==> src/design/olpfd_pkg.sv <==
// shared types and constants for the ordered list block
package olpfd_pkg;

	localparam int DEPTH_DEF = 16;
	localparam int VAL_W     = 32;

	typedef enum logic [1:0] {
		OP_INSERT  = 2'd0,
		OP_DELETE  = 2'd1,
		OP_DISPLAY = 2'd2,
		OP_NONE    = 2'd3
	} op_t;

	typedef enum logic [2:0] {
		ST_DONE      = 3'd0,
		ST_FULL      = 3'd1,
		ST_NOT_FOUND = 3'd2,
		ST_EMPTY     = 3'd3,
		ST_ELEMENT   = 3'd4
	} status_t;

	typedef struct packed {
		logic                    valid;
		status_t                 status;
		logic signed [VAL_W-1:0] element;
		logic                    last;
	} res_t;

endpackage

==> src/design/olpfd_node_ram.sv <==
// node memory: one write port, one read port with registered read data
module olpfd_node_ram #(
	parameter int DEPTH = olpfd_pkg::DEPTH_DEF,
	parameter int AW    = 4,
	parameter int WIDTH = olpfd_pkg::VAL_W + 4
) (
	input  logic             clk,
	input  logic             wr_en,
	input  logic [AW-1:0]    wr_addr,
	input  logic [WIDTH-1:0] wr_data,
	input  logic             rd_en,
	input  logic [AW-1:0]    rd_addr,
	output logic [WIDTH-1:0] rd_data
);

	logic [WIDTH-1:0] mem [DEPTH];

	always_ff @(posedge clk) begin
		if (wr_en) begin
			mem[wr_addr] <= wr_data;
		end
	end

	// read data holds until the next read
	always_ff @(posedge clk) begin
		if (rd_en) begin
			rd_data <= mem[rd_addr];
		end
	end

endmodule

==> src/design/olpfd_out_reg.sv <==
// result output register on the master stream side
module olpfd_out_reg (
	input  logic                                 clk,
	input  logic                                 arst_n,
	input  olpfd_pkg::res_t                      push,
	output logic                                 out_rdy,
	output logic                                 m_tvalid,
	input  logic                                 m_tready,
	output logic [olpfd_pkg::VAL_W-1:0]          m_tdata,
	output logic [2:0]                           m_tuser,
	output logic                                 m_tlast
);

	logic                                valid_q;
	logic [olpfd_pkg::VAL_W-1:0]         data_q;
	olpfd_pkg::status_t                  status_q;
	logic                                last_q;

	assign out_rdy = !valid_q || m_tready;

	always_ff @(posedge clk or negedge arst_n) begin
		if (!arst_n) begin
			valid_q <= 1'b0;
		end else if (out_rdy) begin
			valid_q <= push.valid;
		end
	end

	always_ff @(posedge clk) begin
		if (out_rdy && push.valid) begin
			data_q   <= push.element;
			status_q <= push.status;
			last_q   <= push.last;
		end
	end

	assign m_tvalid = valid_q;
	assign m_tdata  = data_q;
	assign m_tuser  = status_q;
	assign m_tlast  = last_q;

endmodule

==> src/design/olpfd_ctrl.sv <==
// list sequencer: allocation, walk, unlink and listing over the node memory
module olpfd_ctrl #(
	parameter int DEPTH = olpfd_pkg::DEPTH_DEF,
	parameter int AW    = 4,
	parameter int CW    = 5,
	parameter int WIDTH = olpfd_pkg::VAL_W + 4
) (
	input  logic                                clk,
	input  logic                                arst_n,
	input  logic                                in_valid,
	output logic                                in_ready,
	input  olpfd_pkg::op_t                      in_op,
	input  logic [olpfd_pkg::VAL_W-1:0]         in_value,
	input  logic                                out_rdy,
	output olpfd_pkg::res_t                     push,
	output logic                                wr_en,
	output logic [AW-1:0]                       wr_addr,
	output logic [WIDTH-1:0]                    wr_data,
	output logic                                rd_en,
	output logic [AW-1:0]                       rd_addr,
	input  logic [WIDTH-1:0]                    rd_data,
	output logic [CW-1:0]                       count
);

	localparam int VW = olpfd_pkg::VAL_W;
	localparam logic [CW-1:0] FULL_C = CW'(DEPTH);
	localparam logic [CW-1:0] ONE_C  = CW'(1);

	typedef enum logic [5:0] {
		S_IDLE  = 6'b000001,
		S_ALLOC = 6'b000010,
		S_WALK  = 6'b000100,
		S_FREE  = 6'b001000,
		S_SHOW  = 6'b010000,
		S_RESP  = 6'b100000
	} state_t;

	state_t             state_q, state_d;
	logic [AW-1:0]      head_q, head_d;
	logic [AW-1:0]      free_q, free_d;
	logic [CW-1:0]      count_q, count_d;
	logic [CW-1:0]      hwm_q, hwm_d;
	logic [CW-1:0]      rem_q, rem_d;
	logic [AW-1:0]      cur_q, cur_d;
	logic [AW-1:0]      prev_q, prev_d;
	logic [VW-1:0]      prev_val_q, prev_val_d;
	logic               first_q, first_d;
	logic [VW-1:0]      val_q, val_d;
	olpfd_pkg::status_t status_q, status_d;

	logic [VW-1:0]      rd_val;
	logic [AW-1:0]      rd_nxt;

	assign rd_val   = rd_data[VW-1:0];
	assign rd_nxt   = rd_data[WIDTH-1:VW];
	assign in_ready = (state_q == S_IDLE);
	assign count    = count_q;

	always_comb begin
		state_d    = state_q;
		head_d     = head_q;
		free_d     = free_q;
		count_d    = count_q;
		hwm_d      = hwm_q;
		rem_d      = rem_q;
		cur_d      = cur_q;
		prev_d     = prev_q;
		prev_val_d = prev_val_q;
		first_d    = first_q;
		val_d      = val_q;
		status_d   = status_q;
		wr_en      = 1'b0;
		wr_addr    = cur_q;
		wr_data    = '0;
		rd_en      = 1'b0;
		rd_addr    = cur_q;
		push       = '0;

		unique case (state_q)
			S_IDLE: begin
				if (in_valid) begin
					val_d = in_value;
					unique case (in_op)
						olpfd_pkg::OP_INSERT: begin
							if (count_q == FULL_C) begin
								status_d = olpfd_pkg::ST_FULL;
								state_d  = S_RESP;
							end else if (hwm_q != FULL_C) begin
								// never-used node, no read needed
								wr_en    = 1'b1;
								wr_addr  = hwm_q[AW-1:0];
								wr_data  = {head_q, in_value};
								head_d   = hwm_q[AW-1:0];
								hwm_d    = hwm_q + ONE_C;
								count_d  = count_q + ONE_C;
								status_d = olpfd_pkg::ST_DONE;
								state_d  = S_RESP;
							end else begin
								rd_en   = 1'b1;
								rd_addr = free_q;
								cur_d   = free_q;
								state_d = S_ALLOC;
							end
						end
						olpfd_pkg::OP_DELETE: begin
							if (count_q == '0) begin
								status_d = olpfd_pkg::ST_NOT_FOUND;
								state_d  = S_RESP;
							end else begin
								rd_en   = 1'b1;
								rd_addr = head_q;
								cur_d   = head_q;
								first_d = 1'b1;
								rem_d   = count_q;
								state_d = S_WALK;
							end
						end
						olpfd_pkg::OP_DISPLAY: begin
							if (count_q == '0) begin
								status_d = olpfd_pkg::ST_EMPTY;
								state_d  = S_RESP;
							end else begin
								rd_en   = 1'b1;
								rd_addr = head_q;
								cur_d   = head_q;
								rem_d   = count_q;
								state_d = S_SHOW;
							end
						end
						default: begin
							state_d = S_IDLE;
						end
					endcase
				end
			end
			S_ALLOC: begin
				// pop the free list and link the node at the front
				free_d   = rd_nxt;
				wr_en    = 1'b1;
				wr_addr  = cur_q;
				wr_data  = {head_q, val_q};
				head_d   = cur_q;
				count_d  = count_q + ONE_C;
				status_d = olpfd_pkg::ST_DONE;
				state_d  = S_RESP;
			end
			S_WALK: begin
				if (rd_val == val_q) begin
					if (first_q) begin
						head_d = rd_nxt;
					end else begin
						wr_en   = 1'b1;
						wr_addr = prev_q;
						wr_data = {rd_nxt, prev_val_q};
					end
					count_d = count_q - ONE_C;
					state_d = S_FREE;
				end else if (rem_q == ONE_C) begin
					status_d = olpfd_pkg::ST_NOT_FOUND;
					state_d  = S_RESP;
				end else begin
					prev_d     = cur_q;
					prev_val_d = rd_val;
					first_d    = 1'b0;
					cur_d      = rd_nxt;
					rd_en      = 1'b1;
					rd_addr    = rd_nxt;
					rem_d      = rem_q - ONE_C;
				end
			end
			S_FREE: begin
				// push the unlinked node onto the free list
				wr_en    = 1'b1;
				wr_addr  = cur_q;
				wr_data  = {free_q, val_q};
				free_d   = cur_q;
				status_d = olpfd_pkg::ST_DONE;
				state_d  = S_RESP;
			end
			S_SHOW: begin
				if (out_rdy) begin
					push.valid   = 1'b1;
					push.status  = olpfd_pkg::ST_ELEMENT;
					push.element = rd_val;
					push.last    = (rem_q == ONE_C);
					if (rem_q == ONE_C) begin
						state_d = S_IDLE;
					end else begin
						rd_en   = 1'b1;
						rd_addr = rd_nxt;
						cur_d   = rd_nxt;
						rem_d   = rem_q - ONE_C;
					end
				end
			end
			S_RESP: begin
				if (out_rdy) begin
					push.valid  = 1'b1;
					push.status = status_q;
					push.last   = 1'b1;
					state_d     = S_IDLE;
				end
			end
			default: begin
				state_d = S_IDLE;
			end
		endcase
	end

	always_ff @(posedge clk or negedge arst_n) begin
		if (!arst_n) begin
			state_q <= S_IDLE;
			head_q  <= '0;
			free_q  <= '0;
			count_q <= '0;
			hwm_q   <= '0;
		end else begin
			state_q <= state_d;
			head_q  <= head_d;
			free_q  <= free_d;
			count_q <= count_d;
			hwm_q   <= hwm_d;
		end
	end

	always_ff @(posedge clk) begin
		rem_q      <= rem_d;
		cur_q      <= cur_d;
		prev_q     <= prev_d;
		prev_val_q <= prev_val_d;
		first_q    <= first_d;
		val_q      <= val_d;
		status_q   <= status_d;
	end

endmodule

==> src/design/ordered_list_push_front_delete.sv <==
// Ordered list of up to DEPTH signed 32-bit values, held as a singly linked list of
// nodes {next, value} in one synchronous node memory with registered read data.
// Operations are handled one at a time. An insert of a never-used node writes it
// straight from idle; a node taken back from the free list is first read, then
// written; either way its status is then handed over. A delete walks the list one
// node per cycle through the single read port before its status. A display lists
// one entry per cycle while the output accepts it, from front to back, with tlast on
// the final one. Nodes need no clearing after reset: the list is usable at once.
module ordered_list_push_front_delete #(
	parameter int DEPTH = olpfd_pkg::DEPTH_DEF
) (
	input  logic        clk,
	input  logic        arst_n,
	input  logic        s_tvalid,
	output logic        s_tready,
	input  logic [31:0] s_tdata,   // value
	input  logic [1:0]  s_tuser,   // operation
	output logic        m_tvalid,
	input  logic        m_tready,
	output logic [31:0] m_tdata,   // element
	output logic [2:0]  m_tuser,   // status
	output logic        m_tlast
);

	localparam int AW    = (DEPTH > 1) ? $clog2(DEPTH) : 1;
	localparam int CW    = $clog2(DEPTH + 1);
	localparam int WIDTH = olpfd_pkg::VAL_W + AW;

	logic             wr_en;
	logic [AW-1:0]    wr_addr;
	logic [WIDTH-1:0] wr_data;
	logic             rd_en;
	logic [AW-1:0]    rd_addr;
	logic [WIDTH-1:0] rd_data;
	logic             out_rdy;
	olpfd_pkg::res_t  push;
	logic [CW-1:0]    count;

	olpfd_node_ram #(
		.DEPTH (DEPTH),
		.AW    (AW),
		.WIDTH (WIDTH)
	) u_ram (
		.clk     (clk),
		.wr_en   (wr_en),
		.wr_addr (wr_addr),
		.wr_data (wr_data),
		.rd_en   (rd_en),
		.rd_addr (rd_addr),
		.rd_data (rd_data)
	);

	olpfd_ctrl #(
		.DEPTH (DEPTH),
		.AW    (AW),
		.CW    (CW),
		.WIDTH (WIDTH)
	) u_ctrl (
		.clk      (clk),
		.arst_n   (arst_n),
		.in_valid (s_tvalid),
		.in_ready (s_tready),
		.in_op    (olpfd_pkg::op_t'(s_tuser)),
		.in_value (s_tdata),
		.out_rdy  (out_rdy),
		.push     (push),
		.wr_en    (wr_en),
		.wr_addr  (wr_addr),
		.wr_data  (wr_data),
		.rd_en    (rd_en),
		.rd_addr  (rd_addr),
		.rd_data  (rd_data),
		.count    (count)
	);

	olpfd_out_reg u_out (
		.clk      (clk),
		.arst_n   (arst_n),
		.push     (push),
		.out_rdy  (out_rdy),
		.m_tvalid (m_tvalid),
		.m_tready (m_tready),
		.m_tdata  (m_tdata),
		.m_tuser  (m_tuser),
		.m_tlast  (m_tlast)
	);

	a_count_bound: assert property (@(posedge clk) disable iff (!arst_n)
		count <= CW'(DEPTH))
		else $error("list count above depth");

	a_count_step: assert property (@(posedge clk) disable iff (!arst_n)
		count != $past(count) |-> (count == $past(count) + CW'(1)) ||
			(count == $past(count) - CW'(1)))
		else $error("list count moved by more than one");

	a_status_last: assert property (@(posedge clk) disable iff (!arst_n)
		m_tvalid && (m_tuser != olpfd_pkg::ST_ELEMENT) |-> m_tlast)
		else $error("status transfer without tlast");

endmodule
==> config.mk <==
export PLATFORM = sky130hd
export DESIGN_NAME = ordered_list_push_front_delete
export DESIGN_NICKNAME = d
export VERILOG_FILES = /design/src/design/olpfd_pkg.sv /design/src/design/olpfd_node_ram.sv /design/src/design/olpfd_out_reg.sv /design/src/design/olpfd_ctrl.sv /design/src/design/ordered_list_push_front_delete.sv
export SDC_FILE = /design/constraint.sdc
export NUM_CORES = 1
export LEC_CHECK = 0
export CAP_MARGIN = 20
export CORE_ASPECT_RATIO = 0.9
export CORE_UTILIZATION = 35
export DETAILED_ROUTE_END_ITERATION = 7
export DONT_BUFFER_PORTS = 1
export HOLD_SLACK_MARGIN = 0.1
export PLACE_DENSITY = 0.5
export SETUP_SLACK_MARGIN = 0.2
export SKIP_LAST_GASP = 1
export SYNTH_ARGS = -nofsm -noshare
export SYNTH_HDL_FRONTEND = slang
export SYNTH_HIERARCHICAL = 1
export SYNTH_SLANG_ARGS = --single-unit
==> constraint.sdc <==
create_clock -name clk -period 12.8 [get_ports clk]
set_input_delay 2.56 -clock clk [delete_from_list [all_inputs] [get_ports clk]]
set_output_delay 2.56 -clock clk [all_outputs]
set_load 0.03 [all_outputs]
==> results.md <==
* First-iteration detailed-routing DRC count at 1,723
* Count of final hold-check violations at 0
* CORE AREA at ~83,000 um^2
* Postcts setup bufs at 0
* Synth cell count leaders: edfxtp_1, mux4_2, nand2_1
* Antenna Nets Post-Route at 0
* Synth area leaders: edfxtp_1, mux4_2, a22oi_1
* Worst Skew at 0.0217 ns
* Seq cells post-synth at roughly 750
* Total wire length at ~77,000 um
* Io pins at 76
* Async set or reset register ratio after synthesis at 3.32%
* Max-cap violation count at 0
* First-pass GRT wire length at 110,000 um
* Final nets at approximately 1,600
* Fraction of layout cells with a size suffix above 1 at 21.0%
* Post-synthesis instance total at roughly 1,500
* Syn_area_per_cell at ~20 um^2
* Unique masters post-synth at between 60 and 70
* Initial antenna violation count at 2
* Port-buffer cells at 0
* Final min period at 6.06 ns
* Clock transition at the registers of the reported paths at around 0.060 ns
* Critical Path AT at roughly 6.4 ns
* Final Util at roughly two fifths
* Post-Syn Nets at 1,525
* TritonCTS clock tree: built
* Post-synthesis sequential area ratio at roughly 76%
* Slew @ Worst Pin at roughly 1.0 ns
* R2R setup slack at between 6 and 7 ns
* Status: completed
* Reg-to-Reg Start: u_ram/rd_data[8]$_DFFE_PP_
* Synth top area share at between 70% and 80%
* Yosys warns at 6
* Top cell type by total area after synthesis: edfxtp_1
* Crit path kind: input port to register
* RSZ-0062 raised after global routing: no
* Top-count cell post-synth: edfxtp_1
* Max FO, Critical Path at 110
* CP cell instances: inv_1 > ha_1 > a21boi_0 > nand2_1 > nor2_1 > a221o_1 > a221o_4 > buf_12 > mux4_2 > a22oi_1 > nand2_1
* Clock latency on the worst-skew pair at 0.63 ns
* Per-cell routed wire length at around 29 um
* DRC at 0
* CP max stage cell: buf_12
* Number of cells on the critical path at 11
* # hold bufs at CTS at 0
* # resized after CTS at 0
* Final Slew Violations at 0
* H-tree depth at 3
* Via count at ~15,000
* Hpwl dp at ~37,000 um
* CTS root buffer: clkbuf_16
* Fin crit share at a little under half
* Grt ovf at 0
* Number of synthesized flops with an enable pin at between 700 and 800
* CTS Sinks at about 750
* Critical path startpoint: s_tuser[0]
* Vias in the first global route at between 10,000 and 15,000
* Hold Crit Class: register to register
* Die area at between 80,000 and 90,000 um^2
* Core Rows at 100
* Initial Util at around 35%
* Critical path's top delay family: compound AO/OA/AOI/OAI gates
* Vias per cell at about 5.4
* Die height at between 200 and 300 um
* Power Dens Cells at slightly above 200 nW/um^2
* Critical path's most frequent cell: nand2_1
* Chip width at around 300 um
* P_leak at ~11 nW
* Relative slew slack at 29.7%
* Tot GR Track Use at 18.3%
* Worst r2r dst: u_ram/rd_data[16]$_DFFE_PP_
* WP data required at around 13 ns
* TritonCTS buffer count at 78
* Fin Setup TNS at 0 ns
* Synth-to-layout area growth at 13.4%
* Post-synth top flop: edfxtp_1
* Setup crit end: u_ram/rd_data[16]$_DFFE_PP_
* Setup crit start kind: input port
* RD Place Congestion at 0.768
* Worst path buffer plus inverter count at 2
* Post-synthesis cell area at about 30,000 um^2
* Clk buf depth at 3
* Register-to-Register Path Depth at 11
* 1st-pass router iterations at 5
* Largest stage delay on the critical path at slightly below 0.8 ns
* Maximum clock frequency at approximately 160 MHz
* Final setup fails at 0
* Peak supply drop at approximately 0.00016 V
* Pin count of the biggest net entering global routing at 111
* Crit end category: register
==> worst register-to-register path: stages (launching register included) <==
cell      delay [ns]
edfxtp_1        0.44
xor2_1          0.66
nor4_1          0.23
nand4_1         0.49
nor2_1          0.31
nor3_4          0.21
buf_4           0.73
a221o_4         0.87
buf_12          0.80
mux4_2          0.70
a22oi_1         0.22
nand2_1         0.09
==> metal layers <==
layer | vias to the layer above | share of wire (%) | GRT usage (%)
met5 | - | 0.035 | 0
met4 | 4 | 1.9 | 4.43
met3 | 109 | 7.1 | 3.89
met2 | 493 | 46 | 28.1
met1 | 7878 | 45 | 26.6
li1 | 6127 | - | -
==> worst min path at each step <==
stage                                            from                               to  slack, ns  cells after the start
after global routing      u_ctrl/hwm_q[4]$_DFFE_PN0P_      u_ctrl/hwm_q[4]$_DFFE_PN0P_       0.51                      1
after detailed placement  u_ctrl/hwm_q[4]$_DFFE_PN0P_      u_ctrl/hwm_q[4]$_DFFE_PN0P_       0.48                      1
final                     u_ram/rd_data[26]$_DFFE_PP_  u_ctrl/prev_val_q[26]$_DFFE_PP_       0.49                      0
after CTS                  u_ram/rd_data[2]$_DFFE_PP_   u_ctrl/prev_val_q[2]$_DFFE_PP_       0.50                      0
after global placement     u_ram/rd_data[5]$_DFFE_PP_   u_ctrl/prev_val_q[5]$_DFFE_PP_       0.47                      0
after floorplan           u_ctrl/hwm_q[4]$_DFFE_PN0P_      u_ctrl/hwm_q[4]$_DFFE_PN0P_       0.45                      1
==> sequential cells by signal, summed over array words and instances (netlist names), 4 cells and up <==
name,cells
u_ram/mem,576
u_ram/rd_data,36
u_ctrl/prev_val_q,32
u_ctrl/val_q,32
u_out/m_tdata,32
u_ctrl/state_q,6
u_ctrl/count,5
u_ctrl/hwm_q,5
u_ctrl/rem_q,5
u_ctrl/cur_q,4
u_ctrl/free_q,4
u_ctrl/head_q,4
u_ctrl/prev_q,4
==> layout make-up <==
| type | instances | area (um^2) |
|---|---|---|
| Tap cell | 1122 | 1400 |
| Sequential cell | 753 | 22400 |
| Antenna cell | 1 | 2.50 |
| Timing Repair Buffer | 32 | 273 |
| Fill cell | 7357 | 49600 |
| Clock buffer | 97 | 2040 |
| Multi-Input combinational cell | 630 | 6670 |
| Inverter | 26 | 97.6 |
| Clock inverter | 42 | 385 |
==> stage by stage <==
step                hold WS [ns]  total power, W  worst slack, ns  instances  instance area (um^2)
floorplan                  0.445         0.00424             5.55       1475                 29400
global placement           0.475         0.00472             5.72       2562                 30900
detailed placement         0.483         0.00473             5.70       2562                 30900
CTS                        0.496         0.00693             6.29       2701                 33300
global route               0.511         0.00714             6.28       2702                 33300
finish                     0.494         0.00685             6.74       2703                 33300
==> placed cells by master (no fill, tap or decap), types with 11 or more instances in the layout <==
master       n
edfxtp_1   724
clkinv_2    12
clkbuf_1    18
dfrtp_1     24
clkinv_1    16
nand2_1    117
xor2_1      35
a21oi_1     13
buf_4       30
nor2_1      19
o21ai_0     11
a22oi_1    105
nor2_4      13
clkbuf_16   79
ha_1        11
and2_1      32
inv_1       24
mux4_2     144
==> power breakdown <==
part,switching (W),total (W),internal (W)
Combinational,0.000902,0.00158,0.000681
Clock,0.000938,0.00219,0.00126
Sequential,0.000141,0.00307,0.00293
==> logic make-up after synthesis <==
| group | Yosys count | share of synthesized area (%) |
|---|---|---|
| xor gates and xnor gates | 44 | 1.31 |
| AOI/OAI and AO/OA | 173 | 4.44 |
| adders and majority gates | 12 | 0.537 |
| buffers and inverters | 92 | 1.47 |
| muxes | 153 | 11.4 |
| and+or+nand+nor | 248 | 4.39 |
| DFF | 753 | 76.4 |
(Power assumes the default switching activity.)
